File: src/rtl/ssb_pkg.sv
`timescale 1ns / 1ps

package ssb_pkg;

  // configuration register indexes
  localparam logic [2:0] REG_SPRITE_W = 3'd0;
  localparam logic [2:0] REG_SPRITE_H = 3'd1;
  localparam logic [2:0] REG_TILE_W   = 3'd2;
  localparam logic [2:0] REG_TILE_H   = 3'd3;
  localparam logic [2:0] REG_SCREEN_W = 3'd4;
  localparam logic [2:0] REG_SCREEN_H = 3'd5;

  // reset values of the registers
  localparam logic [6:0]  RST_SPRITE_W = 7'd32;
  localparam logic [6:0]  RST_SPRITE_H = 7'd32;
  localparam logic [6:0]  RST_TILE_W   = 7'd32;
  localparam logic [6:0]  RST_TILE_H   = 7'd32;
  localparam logic [12:0] RST_SCREEN_W = 13'd640;
  localparam logic [12:0] RST_SCREEN_H = 13'd480;

  // item kinds
  localparam logic KIND_LOAD = 1'b0;
  localparam logic KIND_DRAW = 1'b1;

  // bounce turns down above this offset and up below one
  localparam logic [3:0] BOUNCE_TOP  = 4'd9;
  localparam logic [3:0] BOUNCE_PEAK = 4'd10;

  localparam logic [12:0] SCREEN_MAX = 13'd4096;

  // divider: 13-bit dividend, one quotient bit per step
  localparam int          DIV_W     = 13;
  localparam logic [3:0]  DIV_STEPS = 4'd13;

  typedef enum logic [2:0] {
    S_IDLE,
    S_PREP,
    S_DIV_Y,
    S_DIV_X,
    S_INDEX,
    S_READ,
    S_CHECK,
    S_OUT
  } state_t;

  typedef struct packed {
    logic load_wr;
    logic latch;
    logic div_start;
    logic div_sel_x;
    logic qy_save;
    logic idx_en;
    logic rd_en;
    logic out_load;
  } cmd_t;

  typedef struct packed {
    logic reject;
    logic div_done;
    logic src_ok;
    logic keep;
    logic out_free;
  } stat_t;

endpackage

File: src/rtl/ssb_ctrl.sv
`timescale 1ns / 1ps

module ssb_ctrl (
  input  logic           clk,
  input  logic           rst,
  input  logic           in_valid,
  input  logic           in_kind,
  output logic           in_ready,
  input  ssb_pkg::stat_t stat,
  output ssb_pkg::cmd_t  cmd
);
  import ssb_pkg::*;

  state_t state, state_next;

  always_ff @(posedge clk) begin
    if (rst) begin
      state <= S_IDLE;
    end else begin
      state <= state_next;
    end
  end

  always_comb begin
    state_next = state;
    case (state)
      S_IDLE: begin
        if (in_valid && in_kind == KIND_DRAW) state_next = S_PREP;
      end
      S_PREP:  state_next = stat.reject ? S_IDLE : S_DIV_Y;
      S_DIV_Y: begin
        if (stat.div_done) state_next = S_DIV_X;
      end
      S_DIV_X: begin
        if (stat.div_done) state_next = S_INDEX;
      end
      S_INDEX: state_next = S_READ;
      S_READ:  state_next = stat.src_ok ? S_CHECK : S_IDLE;
      S_CHECK: state_next = stat.keep ? S_OUT : S_IDLE;
      S_OUT: begin
        if (stat.out_free) state_next = S_IDLE;
      end
      default: state_next = S_IDLE;
    endcase
  end

  always_comb begin
    cmd      = '0;
    in_ready = 1'b0;
    case (state)
      S_IDLE: begin
        in_ready    = 1'b1;
        cmd.load_wr = in_valid && (in_kind == KIND_LOAD);
        cmd.latch   = in_valid && (in_kind == KIND_DRAW);
      end
      S_PREP: begin
        cmd.div_start = !stat.reject;
      end
      S_DIV_Y: begin
        cmd.qy_save   = stat.div_done;
        cmd.div_start = stat.div_done;
        cmd.div_sel_x = 1'b1;
      end
      S_DIV_X: cmd.div_sel_x = 1'b1;
      S_INDEX: cmd.idx_en    = 1'b1;
      S_READ:  cmd.rd_en     = 1'b1;
      S_CHECK: ;
      S_OUT:   cmd.out_load  = stat.out_free;
      default: ;
    endcase
  end

  a_div_wait: assert property (@(posedge clk) disable iff (rst)
    (state == S_DIV_Y && !stat.div_done) |=> (state == S_DIV_Y))
    else $error("left divide before quotient ready");

  a_out_hold: assert property (@(posedge clk) disable iff (rst)
    (state == S_OUT && !stat.out_free) |=> (state == S_OUT))
    else $error("result dropped while output busy");

  a_busy_no_accept: assert property (@(posedge clk) disable iff (rst)
    (state != S_IDLE) |-> (!cmd.load_wr && !cmd.latch))
    else $error("request taken while busy");

endmodule

File: config.mk
export PLATFORM = sky130hd
export DESIGN_NAME = ssb_ctrl
export DESIGN_NICKNAME = d
export VERILOG_FILES = /design/src/rtl/ssb_pkg.sv /design/src/rtl/ssb_ctrl.sv
export SDC_FILE = /design/constraint.sdc
export NUM_CORES = 1
export LEC_CHECK = 0
export BUFFER_PORTS_ARGS = -buffer_cell sky130_fd_sc_hd__buf_2
export CELL_PAD_IN_SITES_DETAIL_PLACEMENT = 0
export CELL_PAD_IN_SITES_GLOBAL_PLACEMENT = 1
export CORE_AREA = 10 10 47 49
export CTS_CLUSTER_SIZE = 25
export DETAILED_ROUTE_END_ITERATION = 8
export DIE_AREA = 0 0 57 59
export GPL_TIMING_DRIVEN = 0
export PLACE_DENSITY = 0.66
export SKIP_LAST_GASP = 1
export SLEW_MARGIN = 20
export SYNTH_ARGS = -nofsm -noshare
export SYNTH_HDL_FRONTEND = slang
export SYNTH_SLANG_ARGS = --single-unit
File: constraint.sdc
create_clock -name clk -period 1.53 [get_ports clk]
set_input_delay 0.0765 -clock clk [delete_from_list [all_inputs] [get_ports clk]]
set_output_delay 0.0765 -clock clk [all_outputs]
set_load 0.02 [all_outputs]
==> results of run 1 <==
## synthesized netlist by cell type
cell type	n
a211o_1	2
a211oi_1	1
a21o_1	1
a21oi_1	1
a221oi_1	1
a31oi_1	1
and2b_1	1
and3_1	2
and3b_1	1
and4_1	1
and4b_1	1
buf_2	2
clkbuf_1	1
dfxtp_1	3
inv_1	3
nand2_1	3
nand2b_1	1
nand3_1	1
nor2_1	4
nor3_1	2
nor3b_1	2
o21ai_0	3
o22a_1	1
or4_1	1
## area by class of cell
| class | count | area (um^2) | area share (%) |
|---|---|---|---|
| multi-input cells | 31 | 199 | 47.7 |
| repair buffers | 17 | 85.1 | 20.4 |
| inverters | 3 | 11.3 | 2.70 |
| clock buffers | 4 | 26.3 | 6.31 |
| flip-flops and latches | 3 | 60.1 | 14.4 |
| well taps | 16 | 20.0 | 4.80 |
| plain buffers | 3 | 15.0 | 3.60 |
## worst max-delay path, stage by stage (launching register included)
cell and delay [ps]:
dfxtp_1 320, clkbuf_2 190, nor3_2 240, and3_1 170, buf_2 160
## worst max-delay path by stage
stage / slack, ps / cells after the start / start / endpoint
finish: 140 / 4 / state[0] / cmd[6]
global route: 30 / 5 / state[0] / cmd[7]
CTS: 60 / 4 / state[0] / cmd[6]
detailed placement: 250 / 3 / state[2] / state[0]
global placement: 250 / 3 / state[2] / state[0]
floorplan: 160 / 4 / state[0] / cmd[7]
## logic make-up (layout without fill, tap and decap cells)
family	after synthesis	count (layout)	share of synthesized area, %
compound gates	11	11	27.4
buf+inv	6	27	8.97
flops	3	3	21.5
simple gates	20	20	42.2
## per-stage QoR
| stage | hold WS (ps) | setup slack [ps] | util (%) |
|---|---|---|---|
| 6_report | 40.7 | 140 | 29.7 |
| 5_1_grt | 41.6 | 33.7 | 29.7 |
| 4_1_cts | 38.6 | 60.9 | 29.6 |
| 3_5_place_dp | 281 | 246 | 27.8 |
| 3_3_place_gp | 280 | 250 | 27.8 |
| 2_1_floorplan | 146 | 165 | - |
## report_power, final
group	internal [mW]	switching [mW]	total, mW
clock network	0.0978	0.0417	0.139
logic	0.0455	0.0685	0.114
registers	0.0845	0.00478	0.0893
total	0.228	0.115	0.343
## layer usage
layer	vias to the layer above	wire length (um)	GRT usage (%)	share of wire, %
li1	188	-	-	-
met1	155	455	5.94	49
met2	18	400	8.37	43
met3	0	67	2.15	7.3
met4	0	0	4.03	0
met5	-	0	0	0
==> metrics list, run 1 <==
- Fill cells: 169
- Total design power: 0.343 mW
- The number of max-slew violations in the final report came to 0.
- Count of antenna diodes in the layout: 0
- Setup violations remaining at the end of the flow were counted as 0.
- Data required, critical path: 1450 ps
- Setup repair after global routing left no endpoint under its margin.
- The routed layout has 361 vias.
- The number of global-route vias before repair came to 383.
- The final layout contains 71 nets.
- Peak supply drop: 243 uV
* Horiz. Die Dim: 57 um
- Final std cells w/o fill: 77
* Period Utilization, post-route: 90.9%
- The critical path is of the register to output pin type.
* WL/cell: 12.0 um
- Number of flip-flops and latches in the synthesized netlist: 3
- Top-area cell type share of the netlist area: between 20% and 30%
* Count of max-cap constraint violations: 0
- The clock passes through at most 2 buffers.
* Cell variety after synth: 24
* Detailed-route DRC error count: 0
* Sequential-to-total area share from yosys stat: 21.5%
- Counting every net in the synthesized netlist gives 49.
- A synthesized cell averages 6.98 um^2.
* Slew at the pin with the worst max-slew slack: 302 ps
- Adding up every negative setup slack in the final design gives 0 ps.
* Antenna violations before repair: 0
- In this run the remaining antenna-violating nets after routing total 0.
- Worst Hold Launch: rst
* Worst r2r dst: state[0]
- Number of synthesis warnings: 0
* CTS HTree Levels: 1
* Largest clock skew in the final design: 0.626 ps
* Quantity of gates resized following cts: 0
* DPL Wire Length: 732 um
- Starting DRC count in detailed routing: 2
* Startpoint of the worst register-to-register path: state[2]
* Shortest clock period the worst path allows after layout: 1390 ps
- The die covers 0.00336 mm^2.
- CP Capture Type: output pin
* Most flop-heavy register: state
- Initial standard-cell utilization of the core: 19.9%
* First-pass GRT wire length: roughly 1500 um
- Measured in cells, the most critical reg-to-reg path has a length of 3.
* Final Cell Area: 417 um^2
* Residual overflow from global routing: 0
- Number of flip-flops in the largest register: 3
- TritonCTS built the clock tree.
* Crit path max fanout: 10
- Cell type contributing the most total cell area after synthesis: dfxtp_1
- The worst hold path passes through 2 cells.
* Class of the tightest hold or removal check: primary input to register
* Leakage power of the design: 0.227 nW
- Leaving out fill and tap cells, the most frequent cell in the layout is buf_2.
* Number of cells after detailed placement: 73
* Dominant cells by area after synthesis: dfxtp_1 22%, a211o_1 6.3%, o21ai_0 5.4%
* Total global routing track utilization: 5.45%
- Endpoints failing hold: 0
- In this run the vertical extent of the chip is ~59 um.
- Wires add up to 923 um.
- Registers with the highest flip-flop counts: state x3
- Number of buffers created by CTS: 3
- CP arrival: 1310 ps
- The tree is rooted in a clkbuf_4.
- Cell area after placement: 389 um^2
- After synthesis the cells add up to 279 um^2.
- The first detailed-routing pass took 4 iterations.
- Nature of the critical path startpoint: register
- In this run the core area contains 14 standard-cell rows.
- Ports: 18
- Share of cells above drive strength 1: 39.3%
- Synth-to-Final Area Change: 49.3%
- In the layout the commonest cells are 19 x buf_2, 4 x nor2_1.
* FF-to-FF setup slack: 250 ps
- CTS Hold Bufs: 0
- Core area: 0.00140 mm^2
- Power density over the cells: 823 mW/mm^2
* Number of buffer cells added on primary ports: 17
* Maximum achievable frequency: 719 MHz
* Pin count of the biggest net entering global routing: 11
- Clock-pin slew was measured on the worst setup and hold paths at 40 ps.
- Clk Latency, worst-skew pair: 230 ps
* Final Wtd Congestion: between 0.7 and 0.8
- In the routed layout, each cell is associated on average with a via count of about 4.7.
* Post-synthesis instance total: 40
- Worst max-slew margin expressed relative to the limit: 79.8%
- Capture endpoint of the worst hold path: state[1]
- The run finished with clean final reports.
* Setup Fix Bufs, Post-CTS: 0
- Counting every sink on the clock net gives 3.
No activity file was read; power rests on OpenSTA's default activity.
==> run 2: changes to the inputs <==
- BUFFER_PORTS_ARGS: -buffer_cell sky130_fd_sc_hd__buf_2 -> -buffer_cell sky130_fd_sc_hd__buf_4
- CTS_BUF_LIST: unset -> sky130_fd_sc_hd__clkbuf_8
==> run 2 against run 1 <==
Non-clock buffer count stayed put. Cell count stayed put. Count of clock-buffer cells in the layout is 1 lower. Clock power is 59% higher. Hold slack worse by 2.9 ps. Maximum frequency is 1.8% higher. Largest cell class unchanged.
==> metrics list, run 2 (synthesized netlist as in run 1, its figures left out) <==
- Post-CTS timing repair inserted 0 buffers for setup.
- Endpoints failing setup: 0
- Shortest clock period the worst path allows after layout: 1370 ps
- DPL Wire Length: 782 um
- Based on the critical path, the design can be clocked at up to 732 MHz.
- Routability-driven placement finished with a final weighted congestion of between 0.7 and 0.8.
- Power density over the cells: 922 mW/mm^2
* Detailed route wirelength on metal3: 117 um
* Length in cells of the worst reg-to-reg path: 3
- FF-to-FF setup slack: 260 ps
* Highest metal layer with signal wires: met3
- CTS HTree Levels: 1
* Final Cell Area: 478 um^2
- Counting along the longest clock path gives a buffer depth of 2.
- Commonest cells after routing, fill and taps aside: 17 x buf_4, 4 x inv_1, 4 x nor2_1
- In the routed design, unresolved DRC markers number 0.
- The root buffer cell chosen for the clock tree is clkbuf_8.
- In this run, the number of DRC markers left after iteration 0 of detailed routing was 2.
* Worst Hold Launch: rst
- For the pin with the worst max-slew slack, the measured transition is 288 ps.
- First-pass GRT wire length: around 1600 um
- In this run the worst path has a maximum fanout of 10.
- After detailed routing, the wire length on met1 is between 400 and 500 um.
- Synth-to-Final Area Change: 71.3%
* Multi-input combinational cell area: 199 um^2
- Setup WS pre-CTS: between 200 and 300 ps
- For this design the static power due to leakage is about 0.25 nW.
- Wire segments on met2 add up to 432 um in the final route.
- Once detail routing completed, the nets flagged for antenna violations numbered 0.
- The number of max-slew violations in the final report was 0.
- Residual overflow from global routing: 0
* Nature of the critical path startpoint: register
- Class of the tightest hold or removal check: primary input to register
- IR analysis of the VDD net gives a maximum drop of 580 uV.
* Core area: 0.00140 mm^2
- The initial antenna violation count came to 0.
* Most frequent standard cell in the layout excluding fill and tap cells: buf_4
- Of the available clock period, the critical path in the final layout requires 89.3%.
* Vias in the first global route: 386
* Count of max-cap constraint violations: 0
- For this configuration, the core starts out at a cell density of ~20%.
- Cell area after placement: 432 um^2
* Total global routing track utilization: 5.76%
- RSZ-0062 raised after global routing: no
- The register with the most flip-flops in the layout has 3 of them.
- # rows: 14
* Vias post-DR: around 360
- Data required, critical path: roughly 1500 ps
- Dividing the detail-routed via count by the number of cells gives 4.70.
- Share of cells above drive strength 1: between 30% and 40%
* Pin count of the biggest net entering global routing: 11
- For this block, the routed nets add up to slightly below 1000 um of wire.
- Horiz. Die Dim: 57 um
- Final Net Count: between 70 and 80
- The worst pin sits at a relative slew slack of 80.8%.
- Number of buffers created by CTS: 3
* Count of antenna diodes in the layout: 0
- Startpoint of the worst register-to-register path: state[2]
- After filler insertion, the fill cell instance count of the layout stands at 167.
- STA classifies the critical path endpoint as an output pin.
- Largest clock skew in the final design: roughly 2.5 ps
* WL/cell: between 10 and 15 um
- Adding up every negative setup slack in the final design gives 0 ps.
- Outcome: completed
* CTS tree: yes
- Reg clk slew, reported paths: ~30 ps
- Setup slack on the critical path of the routed design comes to 164 ps.
- Ports: 18
- The largest registers in the layout are state x3.
- Worst Setup Path Type: register to output pin
* Worst r2r dst: state[0]
- The worst hold path passes through 2 cells.
- Capture endpoint of the worst hold path: state[0]
- Across all hold checks on the routed design, the worst slack comes to 37.8 ps.
- Combined flip-flop and latch cell area: 60.1 um^2
- The die covers 0.00336 mm^2.
* Endpoints failing hold: 0
- Die height: between 50 and 60 um
- For the worst-skew pair, the clock arrives at the later sink with an insertion delay of 210 ps.
* CP arrival: ~1300 ps
- Count of clock tree sinks: 3
* Detailed-routing iteration count for the pre-antenna-repair pass: 3
- The register with the most flip-flops in the final layout is state.
- In this run the tool buffered the top-level ports with 17 buffer cells.
## run 2: changes by cell type in the layout (fill, tap and decap cells not counted), sizes merged
cell,previous run,this run
clkbuf,5,4
inv,3,4
## run 2: routing by layer
layer,vias up,track usage (%)
met5,-,0
met4,0,2.01
met3,0,4.94
met2,15,8.99
met1,159,5.50
li1,188,-
## run 2: repair_timing
action	CTS	global route
hold buffers	0	0
endpoints found under the setup margin	0	2
resized for setup	0	2
endpoints found under the hold margin	0	0
## run 2: area by class of cell
type,instances,share of cell area (%)
tap,16,4.19
inverter,3,2.36
buffer,3,3.14
multi-input combinational,31,41.6
clock buffer,3,8.64
timing repair buffer,17,26.7
sequential,3,12.6
clock inverter,1,0.785
## run 2: worst max-delay path, cell delays in order (launching register included)
cell	delay, ps
dfxtp_1	450
buf_2	250
nor3b_1	200
buf_4	170
## run 2: how the worst max path moves through the flow
stage / startpoint / end / slack (ps) / depth (start not counted)
floorplan: state[0] / cmd[7] / 160 / 4
global placement: state[2] / state[0] / 250 / 3
detailed placement: state[2] / state[0] / 260 / 3
CTS: state[0] / cmd[6] / 50 / 4
global route: state[2] / cmd[2] / 40 / 3
finish: state[2] / cmd[2] / 160 / 3
## run 2: metrics by stage
stage	util [%]	total power, mW	cells
CTS	34.0	0.452	77
global route	34.1	0.472	77
detailed placement	30.8	0.222	73
floorplan	-	0.164	40
finish	34.1	0.441	77
global placement	30.8	0.222	73
## run 2: power by group
| group | leakage, nW | switching, mW | internal (mW) |
|---|---|---|---|
| combinational | 0.196 | 0.0696 | 0.0603 |
| sequential | 0.0245 | 0.00517 | 0.0847 |
| clock | 0.0269 | 0.0505 | 0.171 |
| total | 0.247 | 0.125 | 0.316 |
==> run 3: changes to the inputs <==
- GPL_TIMING_DRIVEN: 0 -> 1
==> run 3 against run 2 <==
Clock skew is 3.5 ps higher. Clock power is 6% higher. Flip-flop and latch count stayed put. Worst setup slack worse by 50 ps. Cell count is 1.3% lower. Utilization stayed put. Critical path depth is 1 higher. Hold slack worse by 9.3 ps. Largest cell class unchanged. Maximum frequency is 3.6% lower. Count of clock-buffer cells in the layout stayed put. Design area stayed put.
==> metrics list, run 3 (synthesized netlist as in run 1, its figures left out) <==
- Setup WS pre-CTS: 227 ps
* Leakage power of the design: 0.243 nW
- The sequential cells in the finished layout cover a total of 60.1 um^2.
- Net Sw Frac: 30.5%
- Die height: 59 um
* Total global routing track utilization: under 10%
* Share of cells above drive strength 1: about two fifths
* Combinational Power Share: 25.3%
- Clk Latency, worst-skew pair: roughly 220 ps
- After layout, the worst path uses approximately 90% of the clock period.
- Part of the total power dissipated in sequential elements: 22.6%
* Fill cells: roughly 170
- Count of antenna diodes in the layout: 0
- CTS tree: yes
- In this design, the stage delay of the slowest critical-path cell is 560 ps.
* Count of max-cap constraint violations: 0
- Sum of routed wire length over all layers: between 900 and 1000 um
- Final std cells w/o fill: 76
* Core area: 0.00140 mm^2
* Worst Hold Launch: rst
- Entering global routing, the biggest net connects 14 pins.
- Power density over the cells: 944 mW/mm^2
- The register with the most flip-flops in the layout has 3 of them.
- Via-per-instance ratio: 4.86
- In the final layout, the multi-input gates occupy 199 um^2.
* Data required, critical path: approximately 1500 ps
- The worst hold path belongs to the class primary input to register.
* Synth-to-Final Area Change: 71.3%
- Per report_power, the clock group accounts for 52.1% of the total.
- Final Net Count: 70
* Starting DRC count in detailed routing: 4
- Setup Fix Bufs, Post-CTS: 0
* Die area: approximately 0.0034 mm^2
- Summed over all nets, the half-perimeter wirelength after detailed placement is about 740 um.
- Critical path cell sequence: nand2b_1 > o22a_1 > nor2_1 > buf_4
- The first global-routing pass estimated about 1700 um of wire.
- Worst hold slack: 28.5 ps
* Maximum achievable frequency: around 710 MHz
- The slowest stage of the critical path is the dfxtp_1 cell.
- Subtracting the final worst setup slack from the clock period gives 1420 ps.
- Buffers placed on the I/O ports in this run total 17.
- Setup total negative slack on the finished layout was measured at 0 ps.
- RSZ-0062 raised after global routing: no
- Peak supply drop: 253 uV
* Outcome: completed
* Number of cells after detailed placement: 72
* Max clock buf depth: 2
- Residual overflow from global routing: 0
- With fillers left out, the area of the finished cells amounts to 478 um^2.
* Worst Setup Path Type: register to output pin
* Internal power: 0.314 mW
- Detailed-routing iteration count for the pre-antenna-repair pass: 4
- Most flop-heavy register: state
- Reg clk slew, reported paths: 40 ps
- Leaving out fill and tap cells, the most frequent cell in the layout is buf_4.
- Data arrives at the worst endpoint at 1340 ps.
- At the end of the flow the core is filled with cells to 34.1%.
- Summing all placed instances gives a cell area of 433 um^2.
* Buf/Inv on CP: 1
- Quantity of gates resized following cts: 0
- Ports: 18
- Horiz. Die Dim: 57 um
* Number of buffers created by CTS: 3
- The worst path meets setup with 114 ps of slack.
- In this run the number of H-tree levels came out at 1.
- Setup violations remaining at the end of the flow were counted as 0.
* CP Capture Type: output pin
- Nature of the critical path startpoint: register
* Commonest cells after routing, fill and taps aside: 19 x buf_4, 4 x inv_1, 4 x nor2_1
- Worst max-slew margin expressed relative to the limit: 72.3%
* Startpoint of the worst register-to-register path: state[1]
- The clock drives 3 sinks.
* WL/cell: about 13 um
- # rows: 14
* Initial standard-cell utilization of the core: 19.9%
- Clock skew on the completed layout was measured at 6.01 ps.
- Largest delay contributor family on the critical path: flip-flops
- CTS placed an instance of clkbuf_8 at the clock tree root.
- The number of max-slew violations in the final report was 0.
- In the routed design, unresolved DRC markers number 0.
* Total design power: 0.451 mW
- The largest registers in the layout are state x3.
- Crit path max fanout: 13
- The number of global-route vias before repair was 387.
- Once detail routing completed, the nets flagged for antenna violations numbered 0.
- Vias post-DR: 369
- Hold repair after CTS inserted 0 buffers.
- Slew at the pin with the worst max-slew slack: 415 ps
- The final number of hold-violating endpoints was 0.
- Antenna violations before repair: 0
* Switching component of the power: roughly 0.14 mW
* Timing startpoint of the critical path: state[0]
- Final Wtd Congestion: slightly below 0.7
[run 3: power by group through the flow]
stage,Combinational (mW),Clock [mW],Sequential [mW]
3_3_place_gp,0.116,0,0.103
3_5_place_dp,0.116,0,0.103
6_report,0.114,0.235,0.102
5_1_grt,0.127,0.244,0.105
2_1_floorplan,0.0747,0,0.0891
4_1_cts,0.116,0.238,0.102
[run 3: per-layer routing]
layer	up-vias	part of all wire (%)	GRT usage (%)
met2	15	44	8.37
met1	164	44	7.14
li1	188	-	-
met4	0	1.9	6.04
met5	-	0	0
met3	2	9.8	3.00
[run 3: area by class of cell]
class                      instances  area share [%]
timing repair buffer              19            29.8
inverter                           3            2.36
clock buffer                       3            8.64
sequential                         3            12.6
clock inverter                     1           0.785
tap                               16            4.19
multi-input combinational         31            41.6
[run 3: final timing paths]
kind	to	slack [ps]	cells past startpoint
min reg2reg	state[2]	590	2
min	state[1]	30	2
max reg2reg	state[0]	200	3
max	cmd[5]	110	4
